[src/rtl/core/waypoint_path_follower_defines.svh]
// Assertion macros for the waypoint path follower.
`ifndef WAYPOINT_PATH_FOLLOWER_DEFINES_SVH
`define WAYPOINT_PATH_FOLLOWER_DEFINES_SVH

// Same-cycle implication, checked out of reset.
`define WPF_ASSERT_IMP(label, ante, cons, msg) \
  label: assert property (@(posedge clk) disable iff (rst) (ante) |-> (cons)) \
    else $error(msg);

// Next-cycle implication, checked out of reset.
`define WPF_ASSERT_NEXT(label, ante, cons, msg) \
  label: assert property (@(posedge clk) disable iff (rst) (ante) |=> (cons)) \
    else $error(msg);

`endif

[src/rtl/core/wpf_pkg.sv]
`timescale 1ns / 1ps
// Shared types, constants and helpers for the waypoint path follower.
package wpf_pkg;

  localparam int DEF_MAX_POINTS = 64;
  localparam int COORD_W   = 24;
  localparam int CFG_W     = 16;
  localparam int IDX_OUT_W = 7;
  localparam logic [IDX_OUT_W-1:0] IDX_NONE = '1;

  localparam int DIFF_W = 25;   // waypoint minus position
  localparam int D2_W   = 50;   // squared distance, even for the root
  localparam int LEN_W  = 25;   // floor root of the squared distance
  localparam int MUL_W  = 26;   // multiplier operand
  localparam int PROD_W = 52;
  localparam int NUM_W  = 44;   // divider numerator, signed
  localparam int DEN_W  = 26;   // divider denominator
  localparam int QUO_W  = 47;   // divider quotient, signed
  localparam int DES_W  = 18;   // desired velocity component

  localparam logic [D2_W-1:0] END_DIST_SQ = D2_W'(768 * 768);

  localparam logic [CFG_W-1:0] RST_MAX_VEL   = 16'd512;
  localparam logic [CFG_W-1:0] RST_MAX_FORCE = 16'd256;
  localparam logic [CFG_W-1:0] RST_ARRIVAL   = 16'd2560;

  localparam logic signed [QUO_W:0] SAT_HI = (QUO_W+1)'(2**(COORD_W-1) - 1);
  localparam logic signed [QUO_W:0] SAT_LO = ~SAT_HI;

  typedef enum logic [1:0] {
    ACT_APPEND = 2'd0,
    ACT_CLEAR  = 2'd1,
    ACT_TICK   = 2'd2
  } action_t;

  typedef enum logic [1:0] {
    REG_MAX_VEL   = 2'd0,
    REG_MAX_FORCE = 2'd1,
    REG_ARRIVAL   = 2'd2,
    REG_CLEAR_END = 2'd3
  } reg_index_t;

  typedef struct packed {
    logic [CFG_W-1:0] speed_cap;
    logic [CFG_W-1:0] force_cap;
    logic [CFG_W-1:0] reach_radius;
    logic             clear_on_end;
  } cfg_t;

  typedef enum logic [3:0] {
    OP_NONE = 4'd0,
    OP_LOAD = 4'd1,
    OP_DIFF = 4'd2,
    OP_SQX  = 4'd3,
    OP_SQY  = 4'd4,
    OP_SQA  = 4'd5,
    OP_SQRT = 4'd6,
    OP_MUL  = 4'd7,
    OP_DIV  = 4'd8,
    OP_WB   = 4'd9,
    OP_HOLD = 4'd10
  } op_t;

  typedef enum logic [2:0] {
    PH_DESX = 3'd0,
    PH_DESY = 3'd1,
    PH_FX   = 3'd2,
    PH_FY   = 3'd3,
    PH_AX   = 3'd4,
    PH_AY   = 3'd5
  } phase_t;

  typedef enum logic [1:0] {
    SRC_IN  = 2'd0,
    SRC_RD  = 2'd1,
    SRC_TMP = 2'd2
  } src_t;

  typedef struct packed {
    op_t    op;
    phase_t phase;
    logic   mem_we;
    src_t   mem_src;
  } dp_cmd_t;

  typedef struct packed {
    logic near;
    logic near_end;
    logic len_zero;
    logic sq_busy;
    logic div_busy;
  } dp_stat_t;

  function automatic logic signed [COORD_W-1:0] sat_coord(input logic signed [QUO_W:0] v);
    if (v > SAT_HI) begin
      sat_coord = SAT_HI[COORD_W-1:0];
    end else if (v < SAT_LO) begin
      sat_coord = SAT_LO[COORD_W-1:0];
    end else begin
      sat_coord = v[COORD_W-1:0];
    end
  endfunction

endpackage

[src/rtl/core/wpf_ctrl.sv]
`timescale 1ns / 1ps
// Controller: path state and the sequence of datapath steps for each request.
module wpf_ctrl import wpf_pkg::*; #(
  parameter  int MAX_POINTS = DEF_MAX_POINTS,
  localparam int IDX_W      = $clog2(MAX_POINTS),
  localparam int CNT_W      = $clog2(MAX_POINTS + 1)
) (
  input  logic                 clk,
  input  logic                 rst,
  input  logic                 req_fire,
  input  logic [1:0]           action,
  input  cfg_t                 cfg,
  input  dp_stat_t             stat,
  input  logic                 out_free,
  output dp_cmd_t              cmd,
  output logic [IDX_W-1:0]     addr,
  output logic                 emit,
  output logic                 req_ready,
  output logic [IDX_OUT_W-1:0] rsp_index,
  output logic                 rsp_stop,
  output logic                 rsp_status
);

  typedef enum logic [19:0] {
    S_IDLE   = 20'h00001,
    S_APPEND = 20'h00002,
    S_START  = 20'h00004,
    S_READ   = 20'h00008,
    S_DIFF   = 20'h00010,
    S_SQX    = 20'h00020,
    S_SQY    = 20'h00040,
    S_SQA    = 20'h00080,
    S_CMP    = 20'h00100,
    S_SQRT   = 20'h00200,
    S_SQRW   = 20'h00400,
    S_MUL    = 20'h00800,
    S_DIVS   = 20'h01000,
    S_DIVW   = 20'h02000,
    S_WB     = 20'h04000,
    S_REV_RA = 20'h08000,
    S_REV_RB = 20'h10000,
    S_REV_WA = 20'h20000,
    S_REV_WB = 20'h40000,
    S_DONE   = 20'h80000
  } state_t;

  state_t           state, state_next;
  logic [CNT_W-1:0] count, count_next;
  logic [IDX_W-1:0] fidx, fidx_next;
  logic [IDX_W-1:0] ra, ra_next, rb, rb_next;
  logic             idle, idle_next;
  logic             advanced, advanced_next;
  phase_t           phase, phase_next;
  logic             stop, stop_next;
  logic             status, status_next;
  logic             last;

  assign last = CNT_W'(fidx) == count - 1'b1;

  always_comb begin
    state_next    = state;
    count_next    = count;
    fidx_next     = fidx;
    ra_next       = ra;
    rb_next       = rb;
    idle_next     = idle;
    advanced_next = advanced;
    phase_next    = phase;
    stop_next     = stop;
    status_next   = status;
    cmd.op        = OP_NONE;
    cmd.phase     = phase;
    cmd.mem_we    = 1'b0;
    cmd.mem_src   = SRC_IN;
    addr          = fidx;
    emit          = 1'b0;
    case (state)
      S_IDLE: begin
        if (req_fire) begin
          cmd.op      = OP_LOAD;
          stop_next   = 1'b0;
          status_next = 1'b0;
          case (action_t'(action))
            ACT_APPEND: begin
              if (count < CNT_W'(MAX_POINTS)) begin
                state_next = S_APPEND;
              end else begin
                status_next = 1'b1;
                state_next  = S_DONE;
              end
            end
            ACT_CLEAR: begin
              count_next = '0;
              idle_next  = 1'b1;
              state_next = S_DONE;
            end
            ACT_TICK: state_next = S_START;
            default:  state_next = S_DONE;
          endcase
        end
      end
      S_APPEND: begin
        cmd.mem_we = 1'b1;
        addr       = IDX_W'(count);
        count_next = count + 1'b1;
        state_next = S_DONE;
      end
      S_START: begin
        if (idle && count != '0) begin
          idle_next     = 1'b0;
          fidx_next     = '0;
          advanced_next = 1'b0;
          state_next    = S_READ;
        end else if (!idle) begin
          advanced_next = 1'b0;
          state_next    = S_READ;
        end else begin
          state_next = S_DONE;
        end
      end
      S_READ: state_next = S_DIFF;
      S_DIFF: begin
        cmd.op     = OP_DIFF;
        state_next = S_SQX;
      end
      S_SQX: begin
        cmd.op     = OP_SQX;
        state_next = S_SQY;
      end
      S_SQY: begin
        cmd.op     = OP_SQY;
        state_next = S_SQA;
      end
      S_SQA: begin
        cmd.op     = OP_SQA;
        state_next = S_CMP;
      end
      S_CMP: begin
        // after stepping to the next point the reach test is not repeated
        if (!advanced && stat.near && last) begin
          if (stat.near_end) begin
            stop_next = 1'b1;
            idle_next = 1'b1;
            if (cfg.clear_on_end) begin
              count_next = '0;
              state_next = S_DONE;
            end else begin
              ra_next    = '0;
              rb_next    = IDX_W'(count - 1'b1);
              state_next = S_REV_RA;
            end
          end else begin
            phase_next = PH_AX;
            state_next = S_MUL;
          end
        end else if (!advanced && stat.near) begin
          fidx_next     = fidx + 1'b1;
          advanced_next = 1'b1;
          state_next    = S_READ;
        end else if (cfg.speed_cap == '0) begin
          state_next = S_DONE;
        end else begin
          state_next = S_SQRT;
        end
      end
      S_SQRT: begin
        cmd.op     = OP_SQRT;
        state_next = S_SQRW;
      end
      S_SQRW: begin
        if (!stat.sq_busy) begin
          phase_next = stat.len_zero ? PH_FX : PH_DESX;
          state_next = S_MUL;
        end
      end
      S_MUL: begin
        cmd.op     = OP_MUL;
        state_next = S_DIVS;
      end
      S_DIVS: begin
        cmd.op     = OP_DIV;
        state_next = S_DIVW;
      end
      S_DIVW: begin
        if (!stat.div_busy) begin
          state_next = S_WB;
        end
      end
      S_WB: begin
        cmd.op = OP_WB;
        case (phase)
          PH_DESX: begin
            phase_next = PH_DESY;
            state_next = S_MUL;
          end
          PH_DESY: begin
            phase_next = PH_FX;
            state_next = S_MUL;
          end
          PH_FX: begin
            phase_next = PH_FY;
            state_next = S_MUL;
          end
          PH_AX: begin
            phase_next = PH_AY;
            state_next = S_MUL;
          end
          default: state_next = S_DONE;
        endcase
      end
      // swap one pair at a time through the single port: read a, read b, write a, write b
      S_REV_RA: begin
        if (ra < rb) begin
          addr       = ra;
          state_next = S_REV_RB;
        end else begin
          state_next = S_DONE;
        end
      end
      S_REV_RB: begin
        addr       = rb;
        cmd.op     = OP_HOLD;
        state_next = S_REV_WA;
      end
      S_REV_WA: begin
        addr        = ra;
        cmd.mem_we  = 1'b1;
        cmd.mem_src = SRC_RD;
        state_next  = S_REV_WB;
      end
      S_REV_WB: begin
        addr        = rb;
        cmd.mem_we  = 1'b1;
        cmd.mem_src = SRC_TMP;
        ra_next     = ra + 1'b1;
        rb_next     = rb - 1'b1;
        state_next  = S_REV_RA;
      end
      S_DONE: begin
        if (out_free) begin
          emit       = 1'b1;
          state_next = S_IDLE;
        end
      end
      default: state_next = S_IDLE;
    endcase
  end

  always_ff @(posedge clk) begin
    if (rst) begin
      state    <= S_IDLE;
      count    <= '0;
      fidx     <= '0;
      ra       <= '0;
      rb       <= '0;
      idle     <= 1'b1;
      advanced <= 1'b0;
      phase    <= PH_DESX;
      stop     <= 1'b0;
      status   <= 1'b0;
    end else begin
      state    <= state_next;
      count    <= count_next;
      fidx     <= fidx_next;
      ra       <= ra_next;
      rb       <= rb_next;
      idle     <= idle_next;
      advanced <= advanced_next;
      phase    <= phase_next;
      stop     <= stop_next;
      status   <= status_next;
    end
  end

  assign req_ready  = state == S_IDLE;
  assign rsp_index  = idle ? IDX_NONE : IDX_OUT_W'(fidx);
  assign rsp_stop   = stop;
  assign rsp_status = status;

endmodule
[config.mk]
export PLATFORM = sky130hd
export DESIGN_NAME = wpf_ctrl
export DESIGN_NICKNAME = d
export VERILOG_FILES = /design/src/rtl/core/waypoint_path_follower_defines.svh /design/src/rtl/core/wpf_pkg.sv /design/src/rtl/core/wpf_ctrl.sv
export SDC_FILE = /design/constraint.sdc
export NUM_CORES = 1
export LEC_CHECK = 0
export BUFFER_PORTS_ARGS = -buffer_cell sky130_fd_sc_hd__buf_4
export CAP_MARGIN = 25
export CORE_MARGIN = 4
export CORE_UTILIZATION = 50
export DETAILED_ROUTE_END_ITERATION = 8
export PLACE_DENSITY = 0.74
export SETUP_SLACK_MARGIN = 0.1
export SLEW_MARGIN = 25
export SYNTH_ARGS = -nofsm -noshare
export SYNTH_HDL_FRONTEND = slang
export SYNTH_SLANG_ARGS = --single-unit
[constraint.sdc]
create_clock -name clk -period 8.46 [get_ports clk]
set_clock_uncertainty 0.1 [all_clocks]
set_input_delay 1.269 -clock clk [delete_from_list [all_inputs] [get_ports clk]]
set_output_delay 1.269 -clock clk [all_outputs]
set_load 0.02 [all_outputs]
==> impl_metrics.tcl, run 1 <==
set metrics [dict create \
    outcome "complete, no violations" \
    synthSimpleGateAreaFrac 0.396 \
    hold_path_startpoint "rsp_status" \
    synthToLayoutAreaGrowth_pct 12.3 \
    drive_gt1_frac 0.164 \
    final_critical_path_setup_slack_ps 3730 \
    cts_max_path_buffers 2 \
    clkSlewWorstSetupHoldPaths_ps 90 \
    setup.worst_path.start_class "flop" \
    post-cts-setup-buffer-count 0 \
    post_synth_mux_area_share 0.00509 \
    dieWidth_um 96.7 \
    grt_antenna_before_repair 0 \
    pwr-share-clk 0.282 \
    criticalPathCategory "flop to output port" \
    timing.critical_path.fanout_max 10 \
    post-layout-total-power_w 0.000537 \
    cpMaxStageDelayCell "nor4_2" \
    drt.antenna.violating_nets 0 \
    synth_cell_type_count 73 \
    clock-root-buffer "clkbuf_8" \
    netSwitchingFraction 0.324 \
    detailroute.via_count 4034 \
    dieHeight_um 96.7 \
    worst_hold_path_type "flop to flop" \
    io_buffers 54 \
    ys_seq_elements 52 \
    clock_sinks 52 \
    rsz0062_at_grt "no" \
    finalWeightedCongestion 0.942 \
    crit_path_cell_trace "nor4_4, nand4_4, nor4_2, nor4_1, a21oi_1, o21ai_0, buf_4" \
    cts_tree "yes" \
    clock.fmax_ghz 0.211 \
    timing.rr.start "state[9]" \
    critPathLaunch "state[9]" \
    synth.yosys.warnings 0 \
    die-area_mm2 0.00934 \
    ys_dominant_reg_cell "dfxtp_1" \
    detail_route.vias_per_cell 6.39 \
    globalRouteTotalUtil 0.231 \
    clk-insertion-delay-late_ps 310 \
    timing.final.hold_violations 0 \
    post_synth_instance_area_mm2 0.00393 \
    tightest_slew_ps 911 \
    share_seq_of_total_power 0.475 \
    p_switching_w 0.000174 \
    grt_max_degree 30 \
    synth-edff-count 0 \
    wire_length_of_the_first_global_routing_pass_um 18200 \
    synth_top_family_by_area "simple AND/OR/NAND/NOR gates" \
    synth_compound_area_frac 0.186 \
    postCtsHoldBufs 0 \
    wire_per_inst_um 17.4 \
    grt-ovfl-total 0 \
    met3_usage 0.0425 \
    place_worst_setup_slack_ps 4120 \
    first_global_vias 3777 \
    p_leak_nw 1.64 \
    final_net_count 599 \
    finalCriticalPeriod_ps 4730 \
    power_report.internal_total_w 0.000363 \
    std_cell_rows 32 \
    maxSlewHeadroom 0.388 \
    synth_cells 494 \
    use_met1 0.307 \
    initial_core_util 0.511 \
    drt_drc_violations_left 0 \
    syn-num-nets 565 \
    h_tree_depth 2 \
    critPathRequiredTime_ps 7090 \
    critical_path.max_stage_delay_ps 800 \
    detailedRoute.firstIterationViolations 222 \
    power.density_mw_per_mm2 122 \
    max_cap_viols 0 \
    core_footprint_mm2 0.00769 \
    peakVddDrop_uv 74.6 \
    synth-xor-area-share 0.0516 \
    cts_inserted_buffers 5 \
    async_reset_ff_frac 0 \
    final.period_utilization 0.559 \
    yosys.area_share.adder 0.0350 \
    dp_hpwl_um 8220 \
    finalSetupViolations 0 \
    fin_tns_setup_ps 0 \
    grt_most_used_layer "met2" \
    synth.avg_cell_area_um2 7.96 \
    critPathArrivalTime_ps 3360 \
    setup.worst_path.end_class "output port" \
    ctsResizeCount 0 \
    layout.core_utilization 0.574 \
    postRouteWirelength_um 11000 \
    pwr-share-comb 0.243 \
    final_max_slew_viol_count 0 \
    sequential_share_of_the_synthesized_area 0.265 \
    use_met2 0.376 \
    pin_count 87 \
    insertedDiodeCount 0 \
    total_iterations_of_the_first_detailed_routing_run 5 \
]
==> final timing paths <==
check,endpoint,slack [ps],cells past startpoint
max,addr[0],3730,7
min reg2reg,rsp_status,370,2
min,rsp_status,370,2
max reg2reg,state[2],5240,6
==> worst max-delay path, delay by kind of cell, from the launching register on <==
kind | cells | cell delay (ps)
AND/OR/NAND/NOR | 4 | 1800
AO/OA/AOI/OAI | 2 | 640
flip-flops | 1 | 420
buffers and inverters | 1 | 190
==> routing by layer <==
layer,part of all wire,vias to the layer above
met3,0.079,15
met5,0,-
met2,0.47,175
li1,-,1913
met1,0.43,1931
met4,0.016,0
==> area by class of cell <==
type                            count  area (um2)
Clock inverter                      2        10.0
Fill cell                         756        3270
Multi-Input combinational cell    390        2650
Sequential cell                    52        1040
Timing Repair Buffer               55         413
Inverter                           24        91.3
Tap cell                          102         128
Clock buffer                        6        82.6
==> state kept, by name (all words and copies together) (netlist names) <==
signal      flops
advanced        1
count           7
fidx            6
idle            1
phase           3
ra              6
rb              6
rsp_status      1
rsp_stop        1
state          20
==> placed cells by master (no fill, tap or decap), types with 3 or more instances in the layout <==
master and count:
nor2_1 35, buf_4 55, nor2b_1 10, clkinv_2 3, or2_2 4, o2111ai_1 3, o21ai_0 25, nor3_1 8
a41oi_1 5, nand4_1 18, xor2_1 9, nand2_1 53, and2_1 4, o21a_1 3, a21oi_1 22, nand3_1 25
and3_1 9, nand2b_1 14, nor4_4 6, o31ai_1 5, and4_1 4, a311oi_1 3, or3_1 5, inv_1 23
nor3b_1 3, a31oi_1 7, ha_1 11, dfxtp_1 52, nor4_1 14, o2111a_1 7, nand3b_1 7, clkbuf_8 6
o211ai_1 3, xnor2_1 9, or4_1 11, and4b_1 5, nor4b_1 4
==> metrics by stage <==
step / hold WS [ps] / instances / area, um2
after detailed placement: 358 / 623 / 4320
after CTS: 378 / 631 / 4410
final: 375 / 631 / 4410
after global placement: 352 / 623 / 4320
after floorplan: 345 / 494 / 3930
after global routing: 406 / 631 / 4410
==> synth_stat cells, types with 8 or more instances <==
cell type  count  area share
nor2_1        35       0.033
a21oi_1       22       0.028
dfxtp_1       52        0.26
nand3_1       25       0.032
inv_1         23       0.022
clkbuf_1      17       0.016
and3_1         9       0.014
nor2b_1       10       0.016
nand2b_1      14       0.022
nand4_1       18       0.029
nand2_1       53       0.051
xnor2_1        9       0.020
xor2_1         9       0.020
o21ai_0       25       0.032
ha_1          11       0.035
or4_1         11       0.021
nor3_1         8       0.010
nor4_1        14       0.022
==> power groups by stage <==
stage	sequential [W]	clock, W	combinational, W
2_1_floorplan	0.000257	0	0.0000898
3_5_place_dp	0.000260	0	0.000128
4_1_cts	0.000255	0.000157	0.000128
6_report	0.000255	0.000151	0.000131
5_1_grt	0.000256	0.000164	0.000141
3_3_place_gp	0.000260	0	0.000125
==> logic make-up (layout without fill, tap and decap cells) <==
| group | Yosys count | in the layout |
|---|---|---|
| and+or+nand+nor | 252 | 252 |
| xor gates and xnor gates | 20 | 20 |
| buffers and inverters | 52 | 87 |
| adders and majority gates | 11 | 11 |
| DFF | 52 | 52 |
| muxes | 2 | 2 |
| AOI/OAI and AO/OA | 105 | 105 |
(Power assumes the default switching activity.)
==> run 2: changes to the inputs <==
--- a/config.mk
+++ b/config.mk
@@ -5,12 +5,13 @@
 export SDC_FILE = /design/constraint.sdc
 export NUM_CORES = 1
 export LEC_CHECK = 0
+export ABC_AREA = 1
 export BUFFER_PORTS_ARGS = -buffer_cell sky130_fd_sc_hd__buf_4
 export CAP_MARGIN = 25
 export CORE_MARGIN = 4
 export CORE_UTILIZATION = 50
 export DETAILED_ROUTE_END_ITERATION = 8
-export PLACE_DENSITY = 0.74
+export PLACE_DENSITY = 0.75
 export SETUP_SLACK_MARGIN = 0.1
 export SLEW_MARGIN = 25
 export SYNTH_ARGS = -nofsm -noshare
==> constraint.sdc (replaced) <==
create_clock -name clk -period 4.55 [get_ports clk]
set_clock_uncertainty 0.1 [all_clocks]
set_input_delay 0.6825 -clock clk [delete_from_list [all_inputs] [get_ports clk]]
set_output_delay 0.6825 -clock clk [all_outputs]
set_load 0.02 [all_outputs]
==> impl_metrics.tcl, run 2 <==
set metrics [dict create \
    outcome "complete, no violations" \
    syn-num-nets 664 \
    largest_register_ff_count 20 \
    async_reset_ff_frac 0 \
    io_buffers 54 \
    crit_path_cell_trace "nor2_2, nand3_1, nor2_1, nand3_1, a31oi_1, nor2_1, o21ai_0, buf_4" \
    detail_route.vias_per_cell 5.40 \
    insertedDiodeCount 0 \
    mostFrequentLayoutCells "124 x nand2_1, 67 x inv_1, 65 x nor2_1, 54 x buf_4, 52 x dfxtp_1" \
    tightest_slew_ps 530 \
    detailroute.via_count 4018 \
    clock-root-buffer "clkbuf_8" \
    initial_core_util 0.527 \
    fin_area_mm2 0.00454 \
    grt_max_degree 45 \
    place.detailed.instances 736 \
    synth_cell_type_count 39 \
    h_tree_depth 2 \
    use_met2 0.409 \
    dieWidth_um 96.4 \
    drt_drc_violations_left 0 \
    clock_sinks 52 \
    globalRouteTotalUtil 0.245 \
    dieHeight_um 96.4 \
    ctsResizeCount 0 \
    wire_length_of_the_first_global_routing_pass_um 17800 \
    pin_count 87 \
    post-layout-total-power_w 0.00163 \
    peakVddDrop_uv 264 \
    fillCellCount 736 \
    registers.top_by_ff_count "state" \
    final_max_slew_viol_count 0 \
    synth_area_leader_cell "dfxtp_1" \
    critical_path.max_stage_delay_ps 330 \
    synthToLayoutAreaGrowth_pct 16.2 \
    cts_inserted_buffers 5 \
    met3_usage 0.0328 \
    critPathRequiredTime_ps 3770 \
    grt_antenna_before_repair 0 \
    dominant_cell_by_count_in_the_synthesized_netlist "nand2_1" \
    synth-edff-count 0 \
    die-area_mm2 0.00929 \
    critPathArrivalTime_ps 2430 \
    clkSlewWorstSetupHoldPaths_ps 100 \
    p_leak_nw 2.15 \
    post_synth_instance_area_mm2 0.00390 \
    core_footprint_mm2 0.00741 \
    finalSetupViolations 0 \
    drt.antenna.violating_nets 0 \
    final_common_cell "nand2_1" \
    use_met1 0.328 \
    fin_tns_setup_ps 0 \
    timing.final.hold_violations 0 \
    synth.yosys.warnings 0 \
    post-cts-setup-buffer-count 0 \
    worst_hold_path_type "flop to flop" \
    first_global_vias 3807 \
    detailedRoute.firstIterationViolations 247 \
    cts_max_path_buffers 2 \
    sequential_share_of_the_synthesized_area 0.267 \
    max_cap_viols 0 \
    final.period_utilization 0.705 \
    ys_top_cells_by_area "dfxtp_1 27%, nand2_1 12%, inv_1 6.4%" \
    std_cell_rows 31 \
    drive_gt1_frac 0.211 \
    dp_hpwl_um 8520 \
    setup.worst_path.end_class "output port" \
    power.density_mw_per_mm2 360 \
    grt_most_used_layer "met2" \
    rsz0062_at_grt "no" \
    ys_top_cells_by_count "124 x nand2_1, 67 x inv_1, 65 x nor2_1" \
    maxSlewHeadroom 0.646 \
    timing.critical_path.fanout_max 6 \
    postRouteWirelength_um 10800 \
    setup.worst_path.start_class "flop" \
    final_net_count 715 \
    finalWeightedCongestion 0.925 \
    non_filler_instances 744 \
    postCtsHoldBufs 0 \
    biggestRegsByFlops "state: 20 flops, count: 7 flops" \
    clock.fmax_ghz 0.312 \
    criticalPathCategory "flop to output port" \
    clk-insertion-delay-late_ps 310 \
    ys_seq_elements 52 \
    finalCriticalPeriod_ps 3210 \
    cpMaxStageDelayCell "dfxtp_1" \
    grt-ovfl-total 0 \
    total_iterations_of_the_first_detailed_routing_run 6 \
    ys_dominant_reg_cell "dfxtp_1" \
    dpl_cell_area_mm2 0.00438 \
    cts_tree "yes" \
    synth_top_area_frac 0.267 \
    wire_per_inst_um 14.5 \
    synth_cells 593 \
    synth.avg_cell_area_um2 6.58 \
]
run 2: cell count changes in the layout (fill, tap and decap cells not counted), sizes merged, moves of 15 or more:
| cell | delta |
|---|---|
| nor2 | +55 |
| nor4 | -16 |
| nand2 | +92 |
| nand3 | +27 |
| inv | +56 |
| a21oi | +15 |
run 2: per-layer routing:
metal | up-vias | routed length (um)
met5 | - | 0
met4 | 0 | 204
met3 | 23 | 640
met2 | 127 | 5170
met1 | 1830 | 4770
li1 | 2038 | -
run 2: path summary, 6_finish.rpt:
check	start	to	slack [ps]	cells past startpoint
hold reg to reg	rsp_stop	rsp_stop	370	2
hold / removal	rsp_stop	rsp_stop	370	2
setup reg to reg	count[0]	count[5]	2150	14
setup / recovery	state[4]	addr[1]	1340	8
run 2: layout make-up:
type                       count  area (um2)  area share
multi-input combinational    452        2510       0.553
sequential                    52        1040       0.230
timing repair buffer          54         405      0.0894
inverter                      79         299      0.0659
tap                           99         124      0.0273
clock inverter                 3        90.1      0.0199
clock buffer                   5        68.8      0.0152
run 2: stage by stage:
| stage | util | hold slack, ps | worst slack, ps |
|---|---|---|---|
| 4_1_cts | 0.612 | 375 | 1350 |
| 6_report | 0.612 | 371 | 1340 |
| 2_1_floorplan | - | 341 | 1950 |
| 3_5_place_dp | 0.591 | 362 | 1700 |
| 5_1_grt | 0.612 | 423 | 1180 |
| 3_3_place_gp | 0.591 | 355 | 1730 |
run 2: cells by family after synthesis:
group | Yosys count | share of synthesized area
xor gates and xnor gates | 18 | 0.0404
AOI/OAI and AO/OA | 76 | 0.106
DFF | 52 | 0.267
buffers and inverters | 89 | 0.0910
adders and majority gates | 11 | 0.0353
and+or+nand+nor | 346 | 0.458
muxes | 1 | 0.00256
run 2: where the power goes:
part / total, W / leakage, nW / internal [W] / switching, W
clock network: 0.000435 / 0.0784 / 0.000275 / 0.000160
logic: 0.000704 / 1.66 / 0.000246 / 0.000458
registers: 0.000491 / 0.419 / 0.000473 / 0.0000177
run 2: worst max-delay path, delay by kind of cell (launching register included):
kind | cells | cell delay, ps
AO/OA/AOI/OAI | 2 | 570
buffers and inverters | 1 | 190
flip-flops | 1 | 330
AND/OR/NAND/NOR | 5 | 1020
